**src/hdl/gbc_pkg.sv**
```systemverilog
// shared types and constants for the grid bucket best corner block
package gbc_pkg;

  localparam int COORD_W     = 12;
  localparam int SCORE_W     = 32;
  localparam int LVL_W       = 3;
  localparam int CELL_W      = 12;
  localparam int MAX_LEVELS  = 8;
  localparam int QUEUE_DEPTH = 2;

  typedef enum logic [1:0] {
    FUNC_MARK = 2'd0,
    FUNC_CAND = 2'd1,
    FUNC_READ = 2'd2
  } func_t;

  typedef enum logic [1:0] {
    CFG_CELL_SIZE = 2'd0,
    CFG_GRID_COLS = 2'd1,
    CFG_GRID_ROWS = 2'd2,
    CFG_THRESHOLD = 2'd3
  } cfg_idx_t;

  typedef struct packed {
    logic [7:0]         csize;
    logic [6:0]         grid_columns;
    logic [6:0]         grid_rows;
    logic [SCORE_W-1:0] score_threshold;
  } cfg_t;

  typedef struct packed {
    func_t              op;
    logic [CELL_W-1:0]  cidx;
    logic [COORD_W-1:0] x;
    logic [COORD_W-1:0] y;
    logic [LVL_W-1:0]   lvl;
    logic [SCORE_W-1:0] score;
  } qent_t;

  typedef struct packed {
    logic occupied;
    logic has_best;
  } stat_t;

  typedef struct packed {
    logic [COORD_W-1:0] x;
    logic [COORD_W-1:0] y;
    logic [LVL_W-1:0]   lvl;
    logic [SCORE_W-1:0] score;
  } best_t;

  typedef enum logic [1:0] {
    F_IDLE,
    F_DIV,
    F_IDX
  } front_state_t;

  typedef enum logic [1:0] {
    B_CLEAR,
    B_IDLE,
    B_EXEC
  } back_state_t;

endpackage

```
**src/hdl/gbc_queue.sv**
```systemverilog
// short request queue between front and back
module gbc_queue (
  input  logic           clk,
  input  logic           rst,
  input  logic           push,
  input  gbc_pkg::qent_t push_ent,
  output logic           full,
  input  logic           pop,
  output gbc_pkg::qent_t head,
  output logic           empty
);
  import gbc_pkg::*;

  localparam int PW = (QUEUE_DEPTH > 1) ? $clog2(QUEUE_DEPTH) : 1;
  localparam logic [PW-1:0] LAST = PW'(QUEUE_DEPTH - 1);

  qent_t       slots [QUEUE_DEPTH];
  logic [PW-1:0] wr_ptr, rd_ptr;
  logic [PW:0]   count;

  assign full  = (count == (PW + 1)'(QUEUE_DEPTH));
  assign empty = (count == '0);
  assign head  = slots[rd_ptr];

  always_ff @(posedge clk) begin
    if (rst) begin
      wr_ptr <= '0;
      rd_ptr <= '0;
      count  <= '0;
    end else begin
      if (push) begin
        wr_ptr <= (wr_ptr == LAST) ? '0 : wr_ptr + 1'b1;
      end
      if (pop) begin
        rd_ptr <= (rd_ptr == LAST) ? '0 : rd_ptr + 1'b1;
      end
      if (push && !pop) begin
        count <= count + 1'b1;
      end else if (pop && !push) begin
        count <= count - 1'b1;
      end
    end
  end

  always_ff @(posedge clk) begin
    if (push) begin
      slots[wr_ptr] <= push_ent;
    end
  end

endmodule

```
**config.mk**
```make
export PLATFORM = sky130hd
export DESIGN_NAME = gbc_queue
export DESIGN_NICKNAME = d
export VERILOG_FILES = /design/src/hdl/gbc_pkg.sv /design/src/hdl/gbc_queue.sv
export SDC_FILE = /design/constraint.sdc
export NUM_CORES = 1
export LEC_CHECK = 0
export ABC_AREA = 1
export BUFFER_PORTS_ARGS = -buffer_cell sky130_fd_sc_hd__buf_2
export CELL_PAD_IN_SITES_DETAIL_PLACEMENT = 2
export CELL_PAD_IN_SITES_GLOBAL_PLACEMENT = 2
export CORE_MARGIN = 1.5
export CORE_UTILIZATION = 35
export DETAILED_ROUTE_END_ITERATION = 7
export PLACE_DENSITY = 0.72
export RECOVER_POWER = 50
export SYNTH_ARGS = -nofsm -noshare
export SYNTH_HDL_FRONTEND = slang
export SYNTH_SLANG_ARGS = --single-unit
```
**constraint.sdc**
```tcl
create_clock -name clk -period 4.1 [get_ports clk]
set_clock_uncertainty 0.15 [all_clocks]
set_input_delay 0.615 -clock clk [delete_from_list [all_inputs] [get_ports clk]]
set_output_delay 0.615 -clock clk [all_outputs]
set_load 0.02 [all_outputs]
```
==> flow_summary.json, run 1 <==
{
  "period_share": 0.7514,
  "wl_per_cell_um": 18.73,
  "drive_above_1_share": 0.4841,
  "area_delta_synth_final_pct": 25.06,
  "maxCapViolations": 2,
  "irDropWorstVdd_mv": 0.4158,
  "layout_min_cycle_time_ns": 3.081,
  "setup_viol": 0,
  "relSlewSlack": -0.8023,
  "synth_top_family_by_area": "multiplexers",
  "syn-num-nets": 338,
  "final_nets": 505,
  "place_congestion": 0.6780,
  "h-tree-depth": 4,
  "cts_resized": 0,
  "synth_fa_ha_area_frac": 0.002140,
  "drt-total-wl_um": 12360,
  "critPathKind": "in -> reg",
  "via_count": 2917,
  "min_path_cells": 1,
  "syn_area_per_cell_um2": 22.49,
  "min_from": "push_ent[47]",
  "core_um2": 16470,
  "cp.arrival_ns": 2.91,
  "postCtsSetupBuffers": 0,
  "cts_hold_buf": 0,
  "worst-r2r-setup-slack_ns": 1.11,
  "syn-instance-count": 260,
  "crit_path_start_kind": "primary input",
  "worstHoldEndpoint": "slots[1][47]",
  "grt_pass1_vias": 3291,
  "synth_seq_cells": 151,
  "rr_endpoint": "slots[0][36]",
  "drt_first_pass_iters": 4,
  "fp.dieW_um": 132.3,
  "clkTransAtPathRegs_ns": 0.06,
  "synth-simple-area-share": 0.01049,
  "timing.rr.start": "wr_ptr",
  "power_density_nw_per_um2": 524.4,
  "crit_fanout": 45,
  "violations": "capacitance limit, slew limit",
  "rsz0062_at_grt": "no",
  "synth_cell_types": 16,
  "gr-usage-all-layers": 0.1469,
  "cts.sinks": 151,
  "yosys_warnings": 0,
  "reg2reg_depth": 2,
  "p_leak_nw": 2.797,
  "syn_area_um2": 5847,
  "final-hold-violation-count": 0,
  "place_ws_ns": 1.504,
  "numCtsBuffers": 17,
  "dpl.hpwl_um": 8307,
  "synth.area.mux_share": 0.1855,
  "cp.required_ns": 3.93,
  "clk_latency_ns": 0.42,
  "synth_xor_xnor_area_share": 0.001498,
  "grt-ovfl-total": 0,
  "hold_path_class": "in -> reg",
  "grt_pass1_wl_um": 18860,
  "cts_tree": "yes",
  "seq_area_frac_synth": 0.7670,
  "drc": 0,
  "final_max_slew_viol_count": 75,
  "io_pins": 152,
  "drtIter0Drc": 127,
  "initial_core_util": 0.3551,
  "die_y_um": 132.3,
  "antenna_found_initial": 0,
  "synth_compound_area_frac": 0.001712,
  "critPathCaptureType": "flip-flop",
  "max_freq_ghz": 0.3246,
  "grt_max_degree": 49,
  "rows": 47,
  "fin_tns_setup_ns": 0,
  "cts_root_buf": "clkbuf_16",
  "ant_nets": 0,
  "viasPerCell": 4.420,
  "status": "finished, violations left",
  "worst_pin_slew_ns": 2.703,
  "dieArea_um2": 17490,
  "timing.final.ws_setup_ns": 1.019,
  "clk_path_buf_depth": 2,
  "antenna_cells": 0,
  "portBuffers": 151
}
==> kinds of logic (layout without fill, tap and decap cells) <==
logic type / count (synthesis) / in the layout
DFF: 151 / 151
muxes: 73 / 73
buffers and inverters: 17 / 197
and+or+nand+nor: 15 / 15
AOI/OAI and AO/OA: 2 / 2
adders and majority gates: 1 / 1
xor gates and xnor gates: 1 / 1
==> worst max path at each step <==
stage / depth (start not counted) / from / end
finish: 4 / push / slots[0][36]
global route: 4 / push / slots[0][36]
CTS: 3 / flip-flop / head[53]
detailed placement: 4 / push / slots[1][39]
global placement: 4 / push / slots[1][31]
floorplan: 2 / push / slots[0][0]
==> routing by layer <==
layer / GRT usage / vias up / part of all wire
li1: - / 1340 / -
met1: 0.1646 / 1463 / 0.40
met2: 0.2583 / 97 / 0.54
met3: 0.03960 / 17 / 0.043
met4: 0.07326 / 0 / 0.017
met5: 0 / - / 0
==> sequential cells by signal, indices dropped and copies added, names as in the netlist, named ones only <==
| signal | flops |
|---|---|
| rd_ptr | 1 |
| slots | 146 |
| count | 2 |
| wr_ptr | 1 |
==> worst max-delay path, stage by stage <==
cell	delay, ns
clkbuf_1	0.16
inv_1	0.10
nor2_4	0.08
clkbuf_1	1.91
==> metrics by stage <==
stage	hold slack (ns)	cell area, µm²	util	instances	total power, mW
final	0.2248	7312	0.4441	660	3.835
after CTS	0.1991	7376	0.4479	660	3.896
after global routing	0.2106	7312	0.4441	660	3.962
after global placement	0.3457	6789	0.4123	628	2.304
after floorplan	0.3299	5849	-	260	2.179
after detailed placement	0.3576	6789	0.4123	628	2.326
==> cells in the final DEF (no fill, tap or decap), drive strengths merged <==
cell      instances
edfxtp          146
buf             109
mux2             73
clkbuf           65
inv               9
nor2              7
clkinv            6
nand2             5
clkinvlp          5
dfxtp             5
bufinv            3
o21ai             1
a21oi             1
xnor2             1
nor3              1
nand3             1
nand4             1
ha                1
==> cells in the mapped netlist <==
| master | n | area share |
|---|---|---|
| nand3_1 | 1 | 0.00086 |
| ha_1 | 1 | 0.0021 |
| nand4_1 | 1 | 0.0011 |
| buf_6 | 1 | 0.0019 |
| mux2_2 | 3 | 0.0058 |
| mux2_4 | 70 | 0.18 |
| nor3_1 | 1 | 0.00086 |
| dfxtp_1 | 5 | 0.017 |
| inv_1 | 9 | 0.0058 |
| nor2_1 | 7 | 0.0045 |
| xnor2_1 | 1 | 0.0015 |
| o21ai_0 | 1 | 0.00086 |
| nand2_1 | 5 | 0.0032 |
| a21oi_1 | 1 | 0.00086 |
| buf_12 | 7 | 0.024 |
| edfxtp_1 | 146 | 0.75 |
==> where the power goes <==
| part | switching [mW] | leakage, nW | internal [mW] |
|---|---|---|---|
| combinational | 0.249 | 1.11 | 0.200 |
| sequential | 0.0408 | 1.41 | 1.79 |
| clock | 0.606 | 0.271 | 0.948 |
| total | 0.897 | 2.80 | 2.94 |
==> final cells by class <==
type	instances	area, µm²
fill	1595	9154
sequential	151	4488
multi-input combinational	92	1185
timing repair buffer	156	742.0
clock buffer	18	429.2
tap	220	275.3
clock inverter	14	157.7
inverter	9	35.03
Note: power is estimated with default switching activity, not from simulation.
==> inputs of run 2 (changes only) <==
--- a/config.mk
+++ b/config.mk
@@ -5,14 +5,14 @@
 export SDC_FILE = /design/constraint.sdc
 export NUM_CORES = 1
 export LEC_CHECK = 0
-export ABC_AREA = 1
+export ABC_AREA = 0
 export BUFFER_PORTS_ARGS = -buffer_cell sky130_fd_sc_hd__buf_2
 export CELL_PAD_IN_SITES_DETAIL_PLACEMENT = 2
 export CELL_PAD_IN_SITES_GLOBAL_PLACEMENT = 2
 export CORE_MARGIN = 1.5
-export CORE_UTILIZATION = 35
+export CORE_UTILIZATION = 34
 export DETAILED_ROUTE_END_ITERATION = 7
-export PLACE_DENSITY = 0.72
+export PLACE_DENSITY = 0.71
 export RECOVER_POWER = 50
 export SYNTH_ARGS = -nofsm -noshare
 export SYNTH_HDL_FRONTEND = slang
==> constraint.sdc (replaced) <==
create_clock -name clk -period 2.52 [get_ports clk]
set_clock_uncertainty 0.15 [all_clocks]
set_input_delay 0.378 -clock clk [delete_from_list [all_inputs] [get_ports clk]]
set_output_delay 0.378 -clock clk [all_outputs]
set_load 0.02 [all_outputs]
==> run 2 against run 1 <==
The flow still finishes with violations (capacitance limit, slew limit). Sequential power up 62%. Combinational power rose by 75%. Clock power increased by 53%. Global-route usage rose by 0.86 points. Flip-flop and latch count unchanged. Die area shrank 3.1%. Largest cell class unchanged. Highest routed layer unchanged.
==> flow_summary.json, run 2 <==
{
  "clkTransAtPathRegs_ns": 0.06,
  "drt-total-wl_um": 12360,
  "grt_pass1_wl_um": 18950,
  "postLayoutCellArea_um2": 7592,
  "syn-num-nets": 327,
  "grt_pass1_vias": 3525,
  "syn-instance-count": 249,
  "worst_pin_slew_ns": 1.526,
  "rsz0062_at_grt": "no",
  "portBuffers": 151,
  "p_leak_nw": 2.729,
  "synth_area_leaders": "edfxtp_1, mux2_2, dfxtp_1, buf_6, nor2_1",
  "rows": 46,
  "rr_endpoint": "slots[0][28]",
  "seq_power_share": 0.485,
  "clkPwrFrac": 0.387,
  "h-tree-depth": 4,
  "area_delta_synth_final_pct": 38.03,
  "cts_tree": "yes",
  "cp.required_ns": 1.99,
  "cts_hold_buf": 61,
  "hold_ws_ns": 0.02748,
  "reg_top3": "slots x146, count x2",
  "yosys_warnings": 0,
  "drt_first_pass_iters": 4,
  "hold_path_class": "in -> reg",
  "numCtsBuffers": 17,
  "fp.dieW_um": 130.2,
  "drtIter0Drc": 92,
  "timing.rr.start": "wr_ptr",
  "period_share": 0.8998,
  "synth_edf_count": 146,
  "synthArstFlopShare": 0,
  "fin_tns_setup_ns": 0,
  "wl_per_cell_um": 17.50,
  "critPathKind": "reg -> out",
  "critPathCaptureType": "primary output",
  "final_max_slew_viol_count": 56,
  "power.switching_mw": 1.429,
  "synth_seq_cells": 151,
  "violations": "capacitance limit, slew limit",
  "initial_core_util": 0.3475,
  "via_count": 3082,
  "gr-usage-all-layers": 0.1555,
  "drc": 0,
  "maxCapViolations": 1,
  "status": "finished, violations left",
  "layout_min_cycle_time_ns": 2.267,
  "syn_area_um2": 5500,
  "syn_area_per_cell_um2": 22.09,
  "registers.top_by_ff_count": "slots",
  "synth_cell_types": 16,
  "grt_max_degree": 74,
  "reg2reg_depth": 2,
  "ant_nets": 0,
  "cts_root_buf": "clkbuf_16",
  "core_um2": 15830,
  "min_path_cells": 2,
  "timing.final.ws_setup_ns": 0.2526,
  "yosysTopAreaCell": "edfxtp_1",
  "min_from": "rst",
  "clk_latency_ns": 0.41,
  "antenna_cells": 0,
  "final_nets": 555,
  "p_int_mw": 4.700,
  "seq_area_frac_synth": 0.8153,
  "synth_common_cells": "edfxtp_1, mux2_2, buf_6, dfxtp_1, nor2_1",
  "drive_above_1_share": 0.4082,
  "synth_most_common_cell": "edfxtp_1",
  "layout_commonest_cell": "edfxtp_1",
  "crit_fanout": 73,
  "relSlewSlack": -0.01734,
  "post_dp_cell_area_um2": 6521,
  "irDropWorstVdd_mv": 0.4397,
  "die_y_um": 130.2,
  "grt-ovfl-total": 0,
  "cts.sinks": 151,
  "clk_path_buf_depth": 2,
  "viasPerCell": 4.365,
  "power_density_nw_per_um2": 807.3,
  "final-hold-violation-count": 0,
  "postCtsSetupBuffers": 0,
  "cts_resized": 0,
  "combinationalPowerShare": 0.128,
  "cp.arrival_ns": 1.74,
  "yosysTopAreaCellShare": 0.7971,
  "place_congestion": 0.6520,
  "crit_path_start_kind": "flip-flop",
  "antenna_found_initial": 1,
  "p_sw_frac": 0.2332,
  "worst-r2r-setup-slack_ns": 0.32,
  "dieArea_um2": 16950,
  "largest_reg_flops": 146,
  "setup_viol": 0,
  "io_pins": 152,
  "place_ws_ns": 0.6913,
  "max_freq_ghz": 0.4410,
  "layout_common_cells": "edfxtp_1, buf_2, mux2_2",
  "ys.flop_type": "edfxtp_1",
  "dpl.hpwl_um": 7420
}
run 2: metrics by stage:
step / utilization / instances / power [mW]
after CTS: 0.4851 / 705 / 6.226
after global routing: 0.4797 / 706 / 6.370
after detailed placement: 0.4120 / 612 / 3.763
after floorplan: - / 249 / 3.478
after global placement: 0.4120 / 612 / 3.736
final: 0.4797 / 706 / 6.129
run 2: cell families (layout without fill, tap and decap cells):
logic type | count (synthesis) | after routing | synth area share
multiplexers | 73 | 73 | 0.1495
flip-flops | 151 | 151 | 0.8153
adder cells (fa/ha/maj) | 1 | 1 | 0.002274
XOR/XNOR | 4 | 4 | 0.006371
buffers and inverters | 9 | 250 | 0.01638
AND/OR/NAND/NOR | 9 | 9 | 0.008420
AO/OA/AOI/OAI | 2 | 2 | 0.001818
run 2: critical path, cell delays in order, from the launching register on:
cell and delay (ns):
dfxtp_4 0.35, buf_12 0.34, mux2_2 0.41, buf_2 0.17
run 2: area by class of cell:
| cell class | instances | area (µm²) |
|---|---|---|
| Fill cell | 1511 | 8235 |
| Sequential cell | 151 | 4488 |
| Timing Repair Buffer | 217 | 1358 |
| Multi-Input combinational cell | 89 | 925.9 |
| Clock buffer | 20 | 436.7 |
| Tap cell | 216 | 270.3 |
| Clock inverter | 12 | 110.1 |
| Inverter | 1 | 3.754 |
run 2: power by group through the flow:
| stage | clock (mW) | combinational, mW | sequential (mW) |
|---|---|---|---|
| floorplan | 0 | 0.469 | 3.01 |
| global placement | 0 | 0.726 | 3.01 |
| detailed placement | 0 | 0.740 | 3.02 |
| CTS | 2.44 | 0.819 | 2.97 |
| global route | 2.53 | 0.848 | 2.99 |
| finish | 2.37 | 0.785 | 2.97 |
run 2: worst max-delay path by stage:
| stage | startpoint | end | depth (start not counted) |
|---|---|---|---|
| 3_5_place_dp | flip-flop | head[43] | 3 |
| 5_1_grt | wr_ptr | slots[0][51] | 2 |
| 6_report | flip-flop | head[48] | 3 |
| 3_3_place_gp | flip-flop | head[51] | 3 |
| 2_1_floorplan | push | slots[0][0] | 1 |
| 4_1_cts | flip-flop | head[43] | 3 |
run 2: per-layer routing:
metal  track usage  share of wire  routed length [µm]  vias up
met3       0.05002          0.053                 651       12
met5             0              0                   0        -
met1        0.1678           0.38                4689     1533
met2        0.2833           0.56                6878       98
li1              -              -                   -     1439
met4       0.05882          0.011                 138        0
