## config.mk

```make
export PLATFORM = sky130hd
export DESIGN_NAME = gbc_front
export DESIGN_NICKNAME = d
export VERILOG_FILES = /design/src/hdl/gbc_pkg.sv /design/src/hdl/gbc_div.sv /design/src/hdl/gbc_front.sv
export SDC_FILE = /design/constraint.sdc
export NUM_CORES = 1
export LEC_CHECK = 0
export BUFFER_PORTS_ARGS = -buffer_cell sky130_fd_sc_hd__buf_2
export CAP_MARGIN = 5
export CELL_PAD_IN_SITES_DETAIL_PLACEMENT = 2
export CELL_PAD_IN_SITES_GLOBAL_PLACEMENT = 2
export CORE_MARGIN = 2
export CORE_UTILIZATION = 35
export CTS_CLUSTER_DIAMETER = 80
export DETAILED_ROUTE_END_ITERATION = 7
export PLACE_DENSITY_LB_ADDON = 0.1
export SYNTH_ARGS = -nofsm -noshare
export SYNTH_HDL_FRONTEND = slang
export SYNTH_SLANG_ARGS = --single-unit
```

## constraint.sdc

```tcl
create_clock -name clk -period 14 [get_ports clk]
set_input_delay 1.4 -clock clk [delete_from_list [all_inputs] [get_ports clk]]
set_output_delay 1.4 -clock clk [all_outputs]
set_load 0.02 [all_outputs]
```

## src/hdl/gbc_pkg.sv

```systemverilog
// shared types and constants for the grid bucket best corner block
package gbc_pkg;

  localparam int COORD_W     = 12;
  localparam int SCORE_W     = 32;
  localparam int LVL_W       = 3;
  localparam int CELL_W      = 12;
  localparam int MAX_LEVELS  = 8;
  localparam int QUEUE_DEPTH = 2;

  typedef enum logic [1:0] {
    FUNC_MARK = 2'd0,
    FUNC_CAND = 2'd1,
    FUNC_READ = 2'd2
  } func_t;

  typedef enum logic [1:0] {
    CFG_CELL_SIZE = 2'd0,
    CFG_GRID_COLS = 2'd1,
    CFG_GRID_ROWS = 2'd2,
    CFG_THRESHOLD = 2'd3
  } cfg_idx_t;

  typedef struct packed {
    logic [7:0]         csize;
    logic [6:0]         grid_columns;
    logic [6:0]         grid_rows;
    logic [SCORE_W-1:0] score_threshold;
  } cfg_t;

  typedef struct packed {
    func_t              op;
    logic [CELL_W-1:0]  cidx;
    logic [COORD_W-1:0] x;
    logic [COORD_W-1:0] y;
    logic [LVL_W-1:0]   lvl;
    logic [SCORE_W-1:0] score;
  } qent_t;

  typedef struct packed {
    logic occupied;
    logic has_best;
  } stat_t;

  typedef struct packed {
    logic [COORD_W-1:0] x;
    logic [COORD_W-1:0] y;
    logic [LVL_W-1:0]   lvl;
    logic [SCORE_W-1:0] score;
  } best_t;

  typedef enum logic [1:0] {
    F_IDLE,
    F_DIV,
    F_IDX
  } front_state_t;

  typedef enum logic [1:0] {
    B_CLEAR,
    B_IDLE,
    B_EXEC
  } back_state_t;

endpackage

```

## src/hdl/gbc_div.sv

```systemverilog
// restoring divider, one quotient bit per cycle
module gbc_div (
  input  logic                        clk,
  input  logic                        rst,
  input  logic                        start,
  input  logic [gbc_pkg::COORD_W-1:0] dividend,
  input  logic [7:0]                  divisor,
  output logic                        busy,
  output logic [gbc_pkg::COORD_W-1:0] quotient
);
  import gbc_pkg::*;

  localparam int CW = $clog2(COORD_W);

  logic [CW-1:0]      cnt;
  logic [7:0]         rem;
  logic [COORD_W-1:0] quo;
  logic [8:0]         trial;
  logic [8:0]         diff;
  logic               ge;
  logic [7:0]         rem_next;

  always_comb begin
    trial    = {rem, quo[COORD_W-1]};
    diff     = trial - {1'b0, divisor};
    ge       = trial >= {1'b0, divisor};
    rem_next = ge ? diff[7:0] : trial[7:0];
  end

  always_ff @(posedge clk) begin
    if (rst) begin
      busy <= 1'b0;
      cnt  <= '0;
    end else if (start) begin
      busy <= 1'b1;
      cnt  <= '0;
    end else if (busy) begin
      cnt <= cnt + 1'b1;
      if (cnt == CW'(COORD_W - 1)) begin
        busy <= 1'b0;
      end
    end
  end

  always_ff @(posedge clk) begin
    if (start) begin
      rem <= '0;
      quo <= dividend;
    end else if (busy) begin
      rem <= rem_next;
      quo <= {quo[COORD_W-2:0], ge};
    end
  end

  assign quotient = quo;

endmodule

```

## src/hdl/gbc_front.sv

```systemverilog
// front end: accepts requests, scales and divides positions, finds the cell
module gbc_front #(
  parameter int MAX_CELLS = 4096
) (
  input  logic                        clk,
  input  logic                        rst,
  input  gbc_pkg::cfg_t               cfg,
  input  logic                        hold,
  input  logic                        in_valid,
  output logic                        in_ready,
  input  logic [1:0]                  func,
  input  logic [gbc_pkg::COORD_W-1:0] pos_x,
  input  logic [gbc_pkg::COORD_W-1:0] pos_y,
  input  logic [gbc_pkg::LVL_W-1:0]   pyr_level,
  input  logic [gbc_pkg::SCORE_W-1:0] cand_score,
  input  logic [gbc_pkg::CELL_W-1:0]  read_cell,
  input  logic                        q_full,
  output logic                        q_push,
  output gbc_pkg::qent_t              q_ent
);
  import gbc_pkg::*;

  localparam logic [3:0]  LVL_LIMIT  = 4'(MAX_LEVELS);
  localparam logic [14:0] CELL_LIMIT = 15'(MAX_CELLS);

  front_state_t       state, state_next;
  func_t              f_op;
  logic [COORD_W-1:0] f_x, f_y;
  logic [LVL_W-1:0]   f_lvl;
  logic [SCORE_W-1:0] f_score;
  logic [CELL_W-1:0]  f_rcell;

  logic               accept;
  logic [18:0]        sh_x, sh_y;
  logic               cand_ok;
  logic [COORD_W-1:0] div_x_in, div_y_in;
  logic [7:0]         cs_eff;
  logic               div_start;
  logic               busy_x, busy_y;
  logic [COORD_W-1:0] quo_x, quo_y;
  logic               is_read;
  logic [6:0]         mul_a;
  logic [13:0]        sum;
  logic               in_grid;
  logic               idx_ok;

  assign in_ready = (state == F_IDLE) && !hold;
  assign accept   = in_valid && in_ready;
  assign cs_eff   = (cfg.csize == 8'd0) ? 8'd1 : cfg.csize;

  always_comb begin
    sh_x     = {7'd0, pos_x} << pyr_level;
    sh_y     = {7'd0, pos_y} << pyr_level;
    cand_ok  = ({1'b0, pyr_level} < LVL_LIMIT) && (sh_x[18:COORD_W] == '0) &&
               (sh_y[18:COORD_W] == '0) && (cand_score > cfg.score_threshold);
    div_x_in = (func_t'(func) == FUNC_MARK) ? pos_x : sh_x[COORD_W-1:0];
    div_y_in = (func_t'(func) == FUNC_MARK) ? pos_y : sh_y[COORD_W-1:0];
  end

  gbc_div u_div_x (
    .clk      (clk),
    .rst      (rst),
    .start    (div_start),
    .dividend (div_x_in),
    .divisor  (cs_eff),
    .busy     (busy_x),
    .quotient (quo_x)
  );

  gbc_div u_div_y (
    .clk      (clk),
    .rst      (rst),
    .start    (div_start),
    .dividend (div_y_in),
    .divisor  (cs_eff),
    .busy     (busy_y),
    .quotient (quo_y)
  );

  // one multiplier serves both cell index and grid size for readout
  always_comb begin
    is_read = (f_op == FUNC_READ);
    mul_a   = is_read ? cfg.grid_rows : quo_y[6:0];
    sum     = ({7'd0, mul_a} * {7'd0, cfg.grid_columns}) +
              (is_read ? 14'd0 : {7'd0, quo_x[6:0]});
    in_grid = (quo_x < {5'd0, cfg.grid_columns}) && (quo_y < {5'd0, cfg.grid_rows});
    if (is_read) begin
      idx_ok = ({2'd0, f_rcell} < sum) && ({3'd0, f_rcell} < CELL_LIMIT);
    end else begin
      idx_ok = in_grid && ({1'b0, sum} < CELL_LIMIT);
    end
    q_ent.op    = f_op;
    q_ent.cidx  = is_read ? f_rcell : sum[CELL_W-1:0];
    q_ent.x     = f_x;
    q_ent.y     = f_y;
    q_ent.lvl   = f_lvl;
    q_ent.score = f_score;
  end

  always_comb begin
    state_next = state;
    div_start  = 1'b0;
    q_push     = 1'b0;
    case (state)
      F_IDLE: begin
        if (accept) begin
          case (func_t'(func))
            FUNC_MARK: begin
              div_start  = 1'b1;
              state_next = F_DIV;
            end
            FUNC_CAND: begin
              if (cand_ok) begin
                div_start  = 1'b1;
                state_next = F_DIV;
              end
            end
            FUNC_READ: state_next = F_IDX;
            default: ;
          endcase
        end
      end
      F_DIV: begin
        if (!busy_x && !busy_y) begin
          state_next = F_IDX;
        end
      end
      F_IDX: begin
        if (!idx_ok) begin
          state_next = F_IDLE;
        end else if (!q_full) begin
          q_push     = 1'b1;
          state_next = F_IDLE;
        end
      end
      default: state_next = F_IDLE;
    endcase
  end

  always_ff @(posedge clk) begin
    if (rst) begin
      state <= F_IDLE;
    end else begin
      state <= state_next;
    end
  end

  always_ff @(posedge clk) begin
    if (accept) begin
      f_op    <= func_t'(func);
      f_x     <= div_x_in;
      f_y     <= div_y_in;
      f_lvl   <= pyr_level;
      f_score <= cand_score;
      f_rcell <= read_cell;
    end
  end

endmodule

```

==> results of run 1 <==
[kinds of logic (layout without fill, tap and decap cells)]
group                    Yosys count  after routing  share of synthesized area (%)
AND/OR/NAND/NOR                  244            244                          12.15
AO/OA/AOI/OAI                    183            183                          12.24
buffers and inverters            144            359                          5.892
adder cells (fa/ha/maj)          143            143                          21.41
flip-flops                       125            125                          36.51
multiplexers                      82             82                          9.771
XOR/XNOR                          22             22                          2.025
[per-stage QoR]
stage               total power, mW  util (%)
floorplan                     1.054         -
global placement              1.283     40.66
detailed placement            1.312     40.66
CTS                           1.774     42.85
global route                  1.886     42.85
finish                        1.746     42.85
[where the power goes]
| group | total (mW) | leakage (nW) | internal [mW] | switching [mW] |
|---|---|---|---|---|
| sequential | 0.480 | 1.14 | 0.447 | 0.0324 |
| clock | 0.446 | 0.286 | 0.242 | 0.204 |
| combinational | 0.820 | 3.87 | 0.332 | 0.489 |
| total | 1.75 | 5.30 | 1.02 | 0.725 |
[cell usage after synthesis, types with 15 or more instances]
cell | number | area share [%]
nor2_1 | 77 | 3.0
edfxtp_1 | 97 | 31
dfxtp_1 | 28 | 5.9
mux2_1 | 22 | 2.6
nand2_1 | 67 | 2.6
mux2i_1 | 49 | 5.2
inv_1 | 110 | 4.3
o21ai_0 | 54 | 2.8
a21oi_1 | 44 | 2.3
a211oi_1 | 15 | 1.2
fa_1 | 33 | 6.9
nand2b_1 | 16 | 1.1
clkbuf_1 | 19 | 0.75
ha_1 | 110 | 14
nor2b_1 | 16 | 1.1
nand4_1 | 15 | 0.99
[final timing paths]
kind / start / end / slack [ns] / cells after the start
worst min-delay path: u_div_y.rem[4] / u_div_y.rem[5] / 0.51 / 2
worst min register to register: u_div_y.rem[4] / u_div_y.rem[5] / 0.51 / 2
worst max register to register: f_op[0] / state[1] / 6.90 / 24
worst max-delay path: cfg[35] / q_push / 4.97 / 24
[sequential cells by signal, summed over array words and instances (netlist names), 2 cells and up]
| name | count |
|---|---|
| f_score | 32 |
| f_rcell | 12 |
| f_x | 12 |
| f_y | 12 |
| u_div_x.quotient | 12 |
| u_div_y.quotient | 12 |
| u_div_x.rem | 8 |
| u_div_y.rem | 8 |
| u_div_x.cnt | 4 |
| u_div_y.cnt | 4 |
| f_lvl | 3 |
| f_op | 2 |
| state | 2 |
[worst min-delay path: cells and delay by family, from the launching register on]
family / cells / cell delay [ns]
DFF: 1 / 0.33
and+or+nand+nor: 1 / 0.06
AOI/OAI and AO/OA: 1 / 0.08
[area by class of cell]
type,count,area share (%)
inverters,114,3.737
clock buffers,18,3.824
clock inverters,14,1.275
multi-input cells,674,47.77
repair buffers,213,9.436
well taps,341,3.715
flip-flops and latches,125,30.25
[per-layer routing]
metal  track usage, %  wire length, microns  vias up
met4            5.547                   464        0
met1            26.72                 13200     3949
li1                 -                     -     3756
met2            40.89                 16120      113
met5                0                     0        -
met3            3.180                   797       23
==> results.cfg, run 1 <==
[finish]
diode_count = 0
total_nets_final = 1420
final_cell_mix = buf_2 (206), ha_1 (110), inv_1 (109)
post-route-cell-area_sq_mm = 0.01148
flow.area_growth_from_synthesis_pct = 20.70
sequential_cell_area_sq_mm = 0.003473
filler_cell_count = 2937
final_common_cell = buf_2
final-instance-count-excl-fill = 1499
multiInputGateArea_sq_mm = 0.005485
fraction_of_final_layout_cells_with_drive_strength_greater_than_1_pct = 23.58

[synthesis]
synthArstFlopShare_pct = 0
synth-edff-count = 97
yosysUniqueCellTypes = 61
syn-num-nets = 1218
synth_area_sq_mm = 0.009514
portion_of_the_post_synthesis_area_used_by_sequential_elements_pct = 36.51
synth.avg_cell_area_sq_um = 10.09
post_synthesis_sequential_element_count = 125
count_of_yosys_warnings_during_synthesis = 0
syn-instance-count = 943
synth_ff_type = edfxtp_1

[critical_path]
crit_fanout = 7
worst-setup-path-type = input port to output pin
critical_path.n_buffers_inverters = 6
critical_path_s_slowest_cell = fa_1
critPathArrivalTime_ns = 7.63
critPathLaunchType = input port
path_cells = buf_2 > mux2i_1 > nor2_1 > fa_1 > inv_1 > fa_1 > inv_1 > fa_1 > inv_1 > fa_1 > inv_1 > ha_1 > a2111oi_0 > o21ai_0 > a31o_2 > a21oi_1 > xor2_1 > ha_1 > a2111oi_0 > o21ai_0 > a31oi_1 > o21ai_0 > a21oi_1 > buf_2
worst_path_required_time_ns = 12.60
critical-path-top-delay-family = adder cells
max_stage_delay_ns = 0.55
capturing_element_type_of_the_critical_path = output pin

[placement]
placedInstanceArea_sq_mm = 0.01090
dpl_worst_slack_ns = 4.965
io_buffers = 206
post_placement_cell_count = 1467
dp_hpwl_microns = 24430
place_congestion = 0.7618

[grt]
grt_pass1_vias = 8745
grt_pass1_wl_microns = 48380
groute.usage.overall_pct = 22.04
grt_max_degree = 74
number_of_antenna_violations_at_the_first_check_in_global_routing = 0
grt-ovfl-total = 0

[flow_run]
maximum_capacitance_violations = 0

[floorplanning]
die_height_microns = 168.9
top_ports = 207
die_width_microns = 168.9
floorplan.initialDensity_pct = 35.50
core_sq_mm = 0.02680
design.die.area_sq_mm = 0.02852
rows = 60

[min_path]
hold_class = flip-flop to flip-flop

[routing]
routed_via_density = 5.231
final_antenna_net_count = 0
first_iter_violations = 260
detail_route.wirelength_microns = 30590
total_drc_errors_in_the_routed_layout = 0
wl_per_cell_microns = 20.41
detailed_router_iteration_count_before_antenna_repair = 4
detailroute.via_count = 7841

[timing]
worst_pin_slew_ns = 1.022
unrepaired_setup_endpoints_after_global_routing = no
final.period_utilization_pct = 64.52
finalSetupTns_ns = 0
timing_max_transition_violations_final = 0
finClkSkew_ns = 0.02605
setup_viol = 0
timing.fmax_ghz = 0.1107
timing.final.crit_period_ns = 9.033
worst_slack_ns = 4.967
relSlewSlack_pct = 31.48
hold_slack_ns = 0.5098
report.final.hold_viol_count = 0

[power]
leakage_power_nw = 5.295
p_per_area_mw_per_mm2 = 152.0
max-vdd-ir-drop_mv = 0.07737

[clock_network]
cts_num_sinks = 125
cts_tree = yes
clkSlewWorstSetupHoldPaths_ns = 0.07
cts_buffer_depth = 2
clk-insertion-delay-late_ns = 0.44
post-cts-setup-buffers = 0
postCtsResizedCells = 0
post_cts_hold_buffer_count = 0
h-tree-depth = 4
cts_root_cell = clkbuf_16
cts_inserted_buffers = 17

[status]
outcome = completed
(Power assumes the default switching activity.)
==> inputs of run 2 (changes only) <==
clock period = 8.83 ns   (was 14 ns; I/O delays follow)
==> results.cfg, run 2 (synthesis results as in run 1) <==
[status]
outcome = completed

[finish]
final_cell_mix = buf_2 (206), ha_1 (110), inv_1 (109)
largest_reg_flops = 32
total_nets_final = 1419
registers.top_by_ff_count = f_score
flow.area_growth_from_synthesis_pct = 20.75
fraction_of_final_layout_cells_with_drive_strength_greater_than_1_pct = 23.85
final-instance-count-excl-fill = 1499
final_common_cell = buf_2

[timing]
timing.fmax_ghz = 0.1196
unrepaired_setup_endpoints_after_global_routing = no
setup_viol = 0
timing_max_transition_violations_final = 0
final.period_utilization_pct = 94.70
worst_pin_slew_ns = 1.019
report.final.hold_viol_count = 0
finClkSkew_ns = 0.01303
finalSetupTns_ns = 0
hold_slack_ns = 0.5056
worst_slack_ns = 0.4681
timing.final.crit_period_ns = 8.362
relSlewSlack_pct = 32.05

[routing]
detail_route.wirelength_microns = 31070
wl_per_cell_microns = 20.73
routed_via_density = 5.245
detailroute.via_count = 7863
final_antenna_net_count = 0
detailed_router_iteration_count_before_antenna_repair = 4
total_drc_errors_in_the_routed_layout = 0
first_iter_violations = 272

[critical_path]
worst_path_required_time_ns = 7.95
critical_path.reg2reg.startpoint = f_op[0]
critPathArrivalTime_ns = 7.48
reg2regPathDepth = 24
r2r_setup_slack_ns = 1.77
r2r-end = state[1]
critPathLaunchType = flip-flop
crit_fanout = 7
worst-setup-path-type = flip-flop to output pin
capturing_element_type_of_the_critical_path = output pin
crit_start = f_op[0]
critPathCapture = q_push

[power]
max-vdd-ir-drop_mv = 0.1303
p_per_area_mw_per_mm2 = 240.7
leakage_power_nw = 5.293
power_mw = 2.766

[placement]
dp_hpwl_microns = 24730
place_congestion = 0.7778
post_placement_cell_count = 1466
dpl_worst_slack_ns = 0.6713
io_buffers = 206

[clock_network]
cts_tree = yes
clkSlewWorstSetupHoldPaths_ns = 0.07
cts_inserted_buffers = 17
cts_num_sinks = 125
clk-insertion-delay-late_ns = 0.42
h-tree-depth = 4
cts_root_cell = clkbuf_16
cts_buffer_depth = 2

[grt]
grt_max_degree = 74
grt-ovfl-total = 0
grt_pass1_wl_microns = 48720
number_of_antenna_violations_at_the_first_check_in_global_routing = 2
groute.usage.overall_pct = 22.19
grt_pass1_vias = 8796

[floorplanning]
rows = 60
die_width_microns = 168.9
top_ports = 207
design.die.area_sq_mm = 0.02852
floorplan.initialDensity_pct = 35.50
die_height_microns = 168.9
core_sq_mm = 0.02680

[flow_run]
maximum_capacitance_violations = 0

[min_path]
hold_class = flip-flop to flip-flop
-- run 2: changes by cell type in the layout (fill, tap and decap cells not counted), moves of 2 or more --
cell / change
mux2i_1: -5
mux2i_2: +5
clkinv_8: -2
inv_4: +2
-- run 2: layout make-up --
cell class                 instances  area, sq um
antenna                            1        2.502
clock buffer                      19        454.2
clock inverter                    13        117.6
fill                            2896        15310
inverter                         114        429.2
multi-input combinational        674         5509
sequential                       125         3473
tap                              341        426.7
timing repair buffer             212         1076
-- run 2: layer usage --
metal / up-vias / track usage [%] / share of wire [%]
li1: 3767 / - / -
met1: 3950 / 26.26 / 42
met2: 125 / 41.95 / 54
met3: 21 / 3.343 / 2.9
met4: 0 / 5.360 / 1.4
met5: - / 0 / 0
-- run 2: how the worst min path moves through the flow --
stage | startpoint | endpoint | slack (ns) | cells after the start
3_3_place_gp | u_div_y.rem[5] | u_div_y.rem[5] | 0.50 | 2
3_5_place_dp | u_div_y.rem[2] | u_div_y.rem[2] | 0.50 | 2
6_report | u_div_y.rem[4] | u_div_y.rem[5] | 0.51 | 2
2_1_floorplan | u_div_y.rem[2] | u_div_y.rem[2] | 0.47 | 2
5_1_grt | u_div_y.rem[2] | u_div_y.rem[2] | 0.55 | 2
4_1_cts | u_div_y.rem[2] | u_div_y.rem[2] | 0.52 | 2
-- run 2: power by group --
part           internal [mW]  leakage [nW]  total (mW)  switching, mW
registers              0.709          1.14       0.761         0.0516
logic                  0.527          3.87        1.31          0.785
clock network          0.388         0.283       0.693          0.305
-- run 2: metrics by stage --
stage / cell area (sq um) / utilization [%]
6_report: 11490 / 42.87
5_1_grt: 11490 / 42.87
4_1_cts: 11460 / 42.77
3_3_place_gp: 10890 / 40.63
2_1_floorplan: 9514 / -
3_5_place_dp: 10890 / 40.63
-- run 2: timing repair --
action                                  4_1_cts  5_1_grt
hold buffers                                  0        0
endpoints found under the setup margin        0        1
setup buffers                                 0        0
resized for setup                             0        6
-- run 2: critical path, stage by stage (launching register included) --
cell	delay (ns)
edfxtp_1	0.45
nor2b_4	0.33
mux2i_2	0.49
nand2b_1	0.20
fa_1	0.46
fa_1	0.54
inv_1	0.06
fa_1	0.54
inv_1	0.06
fa_1	0.54
inv_1	0.05
ha_1	0.36
a2111oi_0	0.53
o21ai_0	0.32
a31o_2	0.33
a21oi_1	0.18
xor2_1	0.20
ha_1	0.29
nand4_1	0.14
nor2_1	0.09
nand2_1	0.08
o21ai_0	0.08
a31oi_1	0.25
o21ai_0	0.14
a21oi_1	0.14
buf_2	0.20
